==> config.mk <==
export PLATFORM = sky130hd
export DESIGN_NAME = ps2_set1_scancode_to_ascii_top
export DESIGN_NICKNAME = d
export VERILOG_FILES = /design/src/sv/ps2a_pkg.sv /design/src/sv/ps2_set1_scancode_to_ascii_top.sv /design/src/sv/ps2a_key_rom.sv /design/src/sv/ps2a_decoder.sv
export SDC_FILE = /design/constraint.sdc
export NUM_CORES = 1
export LEC_CHECK = 0
export BUFFER_PORTS_ARGS = -buffer_cell sky130_fd_sc_hd__buf_4
export CORE_ASPECT_RATIO = 1.4
export CORE_UTILIZATION = 55
export DETAILED_ROUTE_END_ITERATION = 10
export PLACE_DENSITY = 0.85
export SLEW_MARGIN = 15
export SYNTH_ARGS = -nofsm -noshare
export SYNTH_HDL_FRONTEND = slang
export SYNTH_HIERARCHICAL = 1
export SYNTH_SLANG_ARGS = --single-unit
==> constraint.sdc <==
create_clock -name clock -period 4 [get_ports clock]
set_clock_uncertainty 0.1 [all_clocks]
set_input_delay 0.2 -clock clock [delete_from_list [all_inputs] [get_ports clock]]
set_output_delay 0.2 -clock clock [all_outputs]
set_load 0.03 [all_outputs]
==> src/sv/ps2a_pkg.sv <==
`default_nettype none

package ps2a_pkg;

   localparam int unsigned ScanWidth = 8;
   localparam int unsigned CharWidth = 7;
   localparam int unsigned RomAddrWidth = 6;

   localparam logic [7:0] PrefixByte = 8'hE0;
   localparam logic [6:0] KeyCtrl = 7'h1D;
   localparam logic [6:0] KeyShiftLeft = 7'h2A;
   localparam logic [6:0] KeyShiftRight = 7'h36;
   localparam logic [6:0] KeyAlt = 7'h38;
   localparam logic [6:0] KeyCaps = 7'h3A;
   localparam logic [6:0] KeyCount = 7'h3B;

   typedef struct packed {
      logic [CharWidth-1:0] plain;
      logic [CharWidth-1:0] shifted;
   } rom_word_type;

   typedef struct packed {
      logic valid;
      logic [CharWidth-1:0] char_code;
      logic unknown_key;
      logic ctrl_held;
      logic alt_held;
   } result_type;

   function automatic logic is_symbol_key(input logic [6:0] code);
      is_symbol_key = (code < 7'h0E) || (code == 7'h29) || (code == 7'h1A) ||
                      (code == 7'h1B) || (code == 7'h2B) || (code == 7'h27) ||
                      (code == 7'h28) || (code == 7'h33) || (code == 7'h34) ||
                      (code == 7'h35);
   endfunction

endpackage

`default_nettype wire

==> src/sv/ps2_set1_scancode_to_ascii_top.sv <==
// PS/2 scan code set 1 to ASCII decoder.
// req_ carries one raw keyboard byte per word in req_tdata[7:0].
// rsp_ carries at most one word per input byte: the ASCII character and the
// current ctrl and alt modifier state in rsp_tdata, and in rsp_tuser a flag
// that marks a make code outside the mapped key set.
// Prefix bytes, break codes and modifier or caps lock makes give no word.
// A byte is held first in the key ROM read stage and then in the output
// register. One byte is taken every cycle while the output is not stalled;
// the rate is set by the synchronous ROM read followed by the flag update
// in the decode stage.
// When rsp_tready is low the output register holds its word, the ROM stage
// still accepts one more byte, and req_tready drops until the output drains.
// Synchronous reset clears the prefix, ctrl, shift, alt and caps lock flags
// and empties both stages.
`default_nettype none

module ps2_set1_scancode_to_ascii_top (
   input  wire logic        clock,
   input  wire logic        reset,
   input  wire logic        req_tvalid,
   output logic             req_tready,
   input  wire logic [7:0]  req_tdata,   // [7:0] scan_byte
   output logic             rsp_tvalid,
   input  wire logic        rsp_tready,
   output logic [15:0]      rsp_tdata,   // [6:0] char_code, [7] ctrl_held, [8] alt_held
   output logic             rsp_tuser    // [0] unknown_key
);

   logic s1_valid_ff, s1_valid_in;
   logic [ps2a_pkg::ScanWidth-1:0] s1_byte_ff;
   logic out_valid_ff, out_valid_in;
   ps2a_pkg::result_type out_ff;
   ps2a_pkg::rom_word_type rom_word;
   ps2a_pkg::result_type result;
   logic out_free;
   logic step;
   logic accept;

   assign out_free   = !out_valid_ff || rsp_tready;
   assign step       = s1_valid_ff && out_free;
   assign req_tready = !s1_valid_ff || out_free;
   assign accept     = req_tvalid && req_tready;

   ps2a_key_rom u_rom (
      .clock   (clock),
      .rd_en   (accept),
      .rd_addr (req_tdata[ps2a_pkg::RomAddrWidth-1:0]),
      .rd_data (rom_word)
   );

   ps2a_decoder u_dec (
      .clock     (clock),
      .reset     (reset),
      .step      (step),
      .scan_byte (s1_byte_ff),
      .rom_word  (rom_word),
      .result    (result)
   );

   always_comb begin
      s1_valid_in = accept || (s1_valid_ff && !out_free);
      if (out_free) begin
         out_valid_in = step && result.valid;
      end else begin
         out_valid_in = out_valid_ff;
      end
   end

   always_ff @(posedge clock) begin
      if (reset) begin
         s1_valid_ff  <= 1'b0;
         out_valid_ff <= 1'b0;
      end else begin
         s1_valid_ff  <= s1_valid_in;
         out_valid_ff <= out_valid_in;
      end
   end

   always_ff @(posedge clock) begin
      if (accept) begin
         s1_byte_ff <= req_tdata;
      end
      if (step && result.valid) begin
         out_ff <= result;
      end
   end

   assign rsp_tvalid = out_valid_ff;
   assign rsp_tdata  = {7'b0, out_ff.alt_held, out_ff.ctrl_held, out_ff.char_code};
   assign rsp_tuser  = out_ff.unknown_key;

endmodule

`default_nettype wire

==> src/sv/ps2a_key_rom.sv <==
`default_nettype none

module ps2a_key_rom (
   input  wire logic                                clock,
   input  wire logic                                rd_en,
   input  wire logic [ps2a_pkg::RomAddrWidth-1:0]   rd_addr,
   output ps2a_pkg::rom_word_type                   rd_data
);

   ps2a_pkg::rom_word_type rd_data_ff;
   ps2a_pkg::rom_word_type rd_data_in;

   always_comb begin
      unique case (rd_addr)
         6'h01: rd_data_in = '{7'h1B, 7'h1B};
         6'h02: rd_data_in = '{7'h31, 7'h21};
         6'h03: rd_data_in = '{7'h32, 7'h40};
         6'h04: rd_data_in = '{7'h33, 7'h23};
         6'h05: rd_data_in = '{7'h34, 7'h24};
         6'h06: rd_data_in = '{7'h35, 7'h25};
         6'h07: rd_data_in = '{7'h36, 7'h5E};
         6'h08: rd_data_in = '{7'h37, 7'h26};
         6'h09: rd_data_in = '{7'h38, 7'h2A};
         6'h0A: rd_data_in = '{7'h39, 7'h28};
         6'h0B: rd_data_in = '{7'h30, 7'h29};
         6'h0C: rd_data_in = '{7'h2D, 7'h5F};
         6'h0D: rd_data_in = '{7'h3D, 7'h2B};
         6'h0E: rd_data_in = '{7'h08, 7'h08};
         6'h0F: rd_data_in = '{7'h09, 7'h09};
         6'h10: rd_data_in = '{7'h71, 7'h51};
         6'h11: rd_data_in = '{7'h77, 7'h57};
         6'h12: rd_data_in = '{7'h65, 7'h45};
         6'h13: rd_data_in = '{7'h72, 7'h52};
         6'h14: rd_data_in = '{7'h74, 7'h54};
         6'h15: rd_data_in = '{7'h79, 7'h59};
         6'h16: rd_data_in = '{7'h75, 7'h55};
         6'h17: rd_data_in = '{7'h69, 7'h49};
         6'h18: rd_data_in = '{7'h6F, 7'h4F};
         6'h19: rd_data_in = '{7'h70, 7'h50};
         6'h1A: rd_data_in = '{7'h5B, 7'h7B};
         6'h1B: rd_data_in = '{7'h5D, 7'h7D};
         6'h1C: rd_data_in = '{7'h0D, 7'h0D};
         6'h1E: rd_data_in = '{7'h61, 7'h41};
         6'h1F: rd_data_in = '{7'h73, 7'h53};
         6'h20: rd_data_in = '{7'h64, 7'h44};
         6'h21: rd_data_in = '{7'h66, 7'h46};
         6'h22: rd_data_in = '{7'h67, 7'h47};
         6'h23: rd_data_in = '{7'h68, 7'h48};
         6'h24: rd_data_in = '{7'h6A, 7'h4A};
         6'h25: rd_data_in = '{7'h6B, 7'h4B};
         6'h26: rd_data_in = '{7'h6C, 7'h4C};
         6'h27: rd_data_in = '{7'h3B, 7'h3A};
         6'h28: rd_data_in = '{7'h27, 7'h22};
         6'h29: rd_data_in = '{7'h60, 7'h7E};
         6'h2B: rd_data_in = '{7'h5C, 7'h7C};
         6'h2C: rd_data_in = '{7'h7A, 7'h5A};
         6'h2D: rd_data_in = '{7'h78, 7'h58};
         6'h2E: rd_data_in = '{7'h63, 7'h43};
         6'h2F: rd_data_in = '{7'h76, 7'h56};
         6'h30: rd_data_in = '{7'h62, 7'h42};
         6'h31: rd_data_in = '{7'h6E, 7'h4E};
         6'h32: rd_data_in = '{7'h6D, 7'h4D};
         6'h33: rd_data_in = '{7'h2C, 7'h3C};
         6'h34: rd_data_in = '{7'h2E, 7'h3E};
         6'h35: rd_data_in = '{7'h2F, 7'h3F};
         6'h37: rd_data_in = '{7'h2A, 7'h2A};
         6'h39: rd_data_in = '{7'h20, 7'h20};
         default: rd_data_in = '{7'h00, 7'h00};
      endcase
   end

   always_ff @(posedge clock) begin
      if (rd_en) begin
         rd_data_ff <= rd_data_in;
      end
   end

   assign rd_data = rd_data_ff;

endmodule

`default_nettype wire

==> src/sv/ps2a_decoder.sv <==
`default_nettype none

module ps2a_decoder (
   input  wire logic                                clock,
   input  wire logic                                reset,
   input  wire logic                                step,
   input  wire logic [ps2a_pkg::ScanWidth-1:0]      scan_byte,
   input  wire ps2a_pkg::rom_word_type              rom_word,
   output ps2a_pkg::result_type                     result
);

   logic prefix_ff, prefix_in;
   logic ctrl_ff, ctrl_in;
   logic shift_ff, shift_in;
   logic alt_ff, alt_in;
   logic caps_ff, caps_in;

   logic [6:0] low;
   logic       mapped;
   logic       col;
   logic [ps2a_pkg::CharWidth-1:0] ch;

   assign low = scan_byte[6:0];

   always_comb begin
      prefix_in = prefix_ff;
      ctrl_in   = ctrl_ff;
      shift_in  = shift_ff;
      alt_in    = alt_ff;
      caps_in   = caps_ff;
      result    = '0;
      mapped    = prefix_ff ? ((low == ps2a_pkg::KeyAlt) || (low == ps2a_pkg::KeyCtrl))
                            : ((low != 7'h00) && (low < ps2a_pkg::KeyCount));
      col       = (!prefix_ff && ps2a_pkg::is_symbol_key(low)) ? shift_ff
                                                                : (shift_ff ^ caps_ff);
      ch        = col ? rom_word.shifted : rom_word.plain;
      if (scan_byte == ps2a_pkg::PrefixByte) begin
         prefix_in = 1'b1;
      end else begin
         prefix_in = 1'b0;
         if (scan_byte[7]) begin
            priority if (low == ps2a_pkg::KeyCtrl) begin
               ctrl_in = 1'b0;
            end else if (!prefix_ff && ((low == ps2a_pkg::KeyShiftLeft) ||
                                        (low == ps2a_pkg::KeyShiftRight))) begin
               shift_in = 1'b0;
            end else if (low == ps2a_pkg::KeyAlt) begin
               alt_in = 1'b0;
            end else begin
               ctrl_in = ctrl_ff;
            end
         end else if (mapped) begin
            if (ch != '0) begin
               result = '{1'b1, ch, 1'b0, ctrl_ff, alt_ff};
            end else begin
               priority if (low == ps2a_pkg::KeyCtrl) begin
                  ctrl_in = 1'b1;
               end else if ((low == ps2a_pkg::KeyShiftLeft) ||
                            (low == ps2a_pkg::KeyShiftRight)) begin
                  shift_in = 1'b1;
               end else if (low == ps2a_pkg::KeyAlt) begin
                  alt_in = 1'b1;
               end else if (low == ps2a_pkg::KeyCaps) begin
                  caps_in = !caps_ff;
               end else begin
                  caps_in = caps_ff;
               end
            end
         end else begin
            result = '{1'b1, 7'd0, 1'b1, ctrl_ff, alt_ff};
         end
      end
   end

   always_ff @(posedge clock) begin
      if (reset) begin
         prefix_ff <= 1'b0;
         ctrl_ff   <= 1'b0;
         shift_ff  <= 1'b0;
         alt_ff    <= 1'b0;
         caps_ff   <= 1'b0;
      end else if (step) begin
         prefix_ff <= prefix_in;
         ctrl_ff   <= ctrl_in;
         shift_ff  <= shift_in;
         alt_ff    <= alt_in;
         caps_ff   <= caps_in;
      end
   end

endmodule

`default_nettype wire

==> results.txt <==
----------------------------------------------------
[Clocking]
  Max clock buf depth ... 2
  Total number of clock tree sinks ... 39
  Clock slew at the register clock pins of the worst setup and hold paths ... 0.07 ns
  Source-to-sink clock delay at the later pin of the worst-skew pair ... 0.29 ns
  Number of clock buffers inserted by TritonCTS ... 5
  Clock tree root driver cell ... sky130_fd_sc_hd__clkbuf_8
  Buffers inserted during post-CTS setup optimization ... 0
  H-tree level count ... 2
  TritonCTS clock tree ... built

[Global route]
  Antenna violations before repair ... 0
  Via count of the first global-routing pass ... 2582
  Maximum number of pins on one net before global-route repair ... 52
  Total global routing overflow ... 0
  Total track usage ... 0.256
  Wire length of the first global-routing pass ... 11900 µm

[Setup path]
  Crit path arrival time ... 3.01 ns
  Critical Path Sink ... rsp_tdata[0]
  Register-to-Register Setup Slack ... 0.82 ns
  CP Launch Type ... register
  CP Data Required Time ... 3.82 ns
  Endpoint class of the critical path ... register
  Reg-to-reg endpoint ... rsp_tdata[0]
  Depth of the worst register-to-register path ... 8
  Highest fanout seen on the critical path ... 10
  CP Class ... register to register
  Start of the worst register-to-register path ... s1_byte_ff[2]
  Launch point of the worst path ... s1_byte_ff[2]

[Drt]
  Total DRC errors in the routed layout ... 0
  Number of vias per cell ... 6.48
  Starting DRC count in detailed routing ... 223
  Routed vias ... 2708
  Detailed-routing iteration count for the pre-antenna-repair pass ... 5
  DRT Wirelength ... 7140 µm
  Post-detailed-route wirelength per cell ... 17.1 µm
  Antenna Nets Post-Route ... 0

[Placed design]
  Pre-CTS setup slack ... 0.835 ns
  Detailed placer's ending HPWL ... 5010 µm
  Global placement routability congestion ... 0.977
  Count of port buffers added during placement ... 23

[Timing]
  Aggregate negative setup slack ... 0 ns
  Max Clk Rate ... 0.314 GHz
  Slew @ Worst Pin ... 0.889 ns
  Final setup margin ... 0.815 ns
  Final Max Slew Viols ... 0
  Headroom to the max-slew limit ... 0.408
  Final critical path time including I/O delays and setup ... 3.18 ns
  Ratio of final minimum period to clock period ... 0.796
  Count of final hold-check violations ... 0
  Count of final setup violators ... 0
  Setup repair after global routing missed its margin ... false

[Floorplan]
  Area of the core ... 5280 µm²
  Num ports ... 31
  Area of the die ... 5930 µm²
  Die Height ... 90.7 µm
  Row Count ... 31
  Die extent in x ... 65.4 µm
  Initial cell density of the core ... 0.586

[Logic synthesis]
  Number of flops mapped to enable cells by yosys ... 32
  Proportion of synthesized flip-flops having asynchronous set or reset ... 0
  Main flop type after synthesis ... sky130_fd_sc_hd__edfxtp_1
  Seq cells post-synth ... 39
  Number of distinct standard cells referenced by the synthesized netlist ... 68
  Post-synthesis instance area ... 3090 µm²
  Gate Count Post-Synth ... 342
  Count of warnings emitted by yosys ... 6
  Post-synthesis sequential area ratio ... 0.356
  Post-Syn Area per Cell ... 9.04 µm²

[Power and ir drop]
  P per Cell Area ... 304 nW/µm²
  Static Leak ... 1.33 nW
  Max VDD drop ... 0.000164 V

[Hold path]
  Worst hold path type ... input port to register
  Startpoint of the worst hold path ... reset

[Cells and area]
  Area Growth Syn to Fin ... 7.69%
  Final #Nets ... 377
  Share of final-layout standard cells stronger than drive strength 1 ... 0.151
  Filler cell count in the final layout ... 450
  Number of antenna diodes ... 0

[Run]
  Max-capacitance violation count ... 0

[Run status]
  Outcome ... finished, final reports clean

----------------------------------------------------
[stage by stage]
| step | power, mW | utilization | std cells | hold WS, ns | instance area, µm² |
|---|---|---|---|---|---|
| detailed placement | 0.691 | 0.606 | 408 | 0.281 | 3200 |
| finish | 1.01 | 0.631 | 418 | 0.0283 | 3330 |
| global placement | 0.685 | 0.606 | 408 | 0.278 | 3200 |
| global route | 1.05 | 0.631 | 418 | 0.0429 | 3330 |
| floorplan | 0.647 | - | 348 | 0.169 | 3110 |
| CTS | 1.01 | 0.631 | 418 | 0.0233 | 3330 |
[what timing repair did]
action,in CTS,in global routing
resized for setup,0,0
hold buffers,2,0
setup endpoints to repair,0,0
hold endpoints to repair,2,0
[Yosys cell counts (all sizes together) (3+ instances only)]
library cell | number | area (µm²)
edfxtp | 32 | 961
o22ai | 8 | 50.1
nor3 | 7 | 35.0
and3 | 5 | 36.3
nor2b | 11 | 68.8
a31oi | 4 | 40.0
and2 | 6 | 37.5
nand2 | 24 | 90.1
clkbuf | 4 | 16.3
or2 | 3 | 18.8
ha | 14 | 175
o211ai | 7 | 52.6
inv | 11 | 41.3
buf | 25 | 156
mux2i | 10 | 100
nand4 | 4 | 25.0
nand3 | 11 | 55.1
a21oi | 20 | 104
nor3b | 4 | 40.0
nor2 | 28 | 105
mux2 | 6 | 71.3
dfxtp | 7 | 140
nand2b | 15 | 101
a211oi | 3 | 22.5
a21o | 5 | 37.5
a221oi | 4 | 35.0
o21ai | 27 | 135
[report_power, final]
group          switching [mW]  internal, mW  total, mW  leakage (nW)
Sequential             0.0186         0.467      0.486         0.370
Combinational           0.129        0.0764      0.205         0.903
Clock                   0.136         0.186      0.321        0.0581
[registers in the layout, summed over array words and instances (netlist names)]
| name | cells |
|---|---|
| rsp_tuser | 1 |
| u_dec/alt_ff | 1 |
| s1_byte_ff | 8 |
| u_dec/prefix_ff | 1 |
| s1_valid_ff | 1 |
| rsp_tdata | 9 |
| u_dec/caps_ff | 1 |
| u_rom/rd_data | 14 |
| u_dec/shift_ff | 1 |
| rsp_tvalid | 1 |
| u_dec/ctrl_ff | 1 |
[cell families after synthesis]
group	count (synthesis)	share of synthesized area
compound gates	101	0.225
xor+xnor	2	0.00567
fa+ha+maj	14	0.0567
buf+inv	40	0.0692
flops	39	0.356
mux	16	0.0555
other cells	1	0.00121
simple gates	129	0.230
[cell type report]
type                    count  area [µm²]  area share
repair buffers             25         193      0.0579
multi-input cells         269        1800       0.540
clock inverters             3        43.8      0.0132
inverters                  11        41.3      0.0124
clock buffers               5        68.8      0.0207
flip-flops and latches     39        1100       0.331
well taps                  66        82.6      0.0248
[placed cells by master (no fill, tap or decap), types with 2 or more instances in the layout]
master and n:
sky130_fd_sc_hd__edfxtp_1 32, sky130_fd_sc_hd__nor2_1 28, sky130_fd_sc_hd__o21ai_0 26, sky130_fd_sc_hd__nand2_1 24, sky130_fd_sc_hd__buf_4 23, sky130_fd_sc_hd__a21oi_1 19, sky130_fd_sc_hd__nand2b_1 14, sky130_fd_sc_hd__ha_1 14
sky130_fd_sc_hd__nor2b_1 11, sky130_fd_sc_hd__nand3_1 11, sky130_fd_sc_hd__inv_1 10, sky130_fd_sc_hd__mux2i_1 10, sky130_fd_sc_hd__o22ai_1 8, sky130_fd_sc_hd__conb_1 7, sky130_fd_sc_hd__dfxtp_1 7, sky130_fd_sc_hd__nor3_1 7
sky130_fd_sc_hd__o211ai_1 7, sky130_fd_sc_hd__and2_1 6, sky130_fd_sc_hd__clkbuf_8 5, sky130_fd_sc_hd__a21o_1 5, sky130_fd_sc_hd__mux2_2 5, sky130_fd_sc_hd__and3_1 4, sky130_fd_sc_hd__nand4_1 4, sky130_fd_sc_hd__a221oi_1 4
sky130_fd_sc_hd__a31oi_1 3, sky130_fd_sc_hd__a211oi_1 3, sky130_fd_sc_hd__dlygate4sd3_1 2, sky130_fd_sc_hd__nor3b_1 2, sky130_fd_sc_hd__a31o_2 2, sky130_fd_sc_hd__nor4_1 2, sky130_fd_sc_hd__or3b_1 2, sky130_fd_sc_hd__nor3b_2 2
sky130_fd_sc_hd__o32ai_1 2, sky130_fd_sc_hd__a22oi_1 2, sky130_fd_sc_hd__or3_1 2, sky130_fd_sc_hd__a211o_1 2, sky130_fd_sc_hd__or2_2 2, sky130_fd_sc_hd__o221a_2 2
[layer usage]
layer / up-vias / global-route usage / share of wire
met5: - / 0 / 0
met1: 1279 / 0.283 / 0.38
li1: 1273 / - / -
met4: 0 / 0.123 / 0.030
met3: 22 / 0.0366 / 0.049
met2: 134 / 0.462 / 0.54
[worst max-delay path, stage by stage (launching register included)]
cell and delay [ns]:
sky130_fd_sc_hd__edfxtp_1 0.50, sky130_fd_sc_hd__and3_1 0.23, sky130_fd_sc_hd__a2111o_1 0.45, sky130_fd_sc_hd__a31o_2 0.27, sky130_fd_sc_hd__a22o_4 0.28, sky130_fd_sc_hd__and3_4 0.18
sky130_fd_sc_hd__nor2_1 0.08, sky130_fd_sc_hd__nand2_1 0.08, sky130_fd_sc_hd__nor2b_1 0.64
[how the worst min path moves through the flow]
stage                    endpoint  slack [ns]  cells after the start
finish                s1_valid_ff        0.03                      2
CTS                   s1_valid_ff        0.02                      2
global placement    s1_byte_ff[6]        0.28                      1
floorplan              rsp_tvalid        0.17                      1
detailed placement  s1_byte_ff[6]        0.28                      1
global route          s1_valid_ff        0.04                      2
Note: power is estimated with default switching activity, not from simulation.
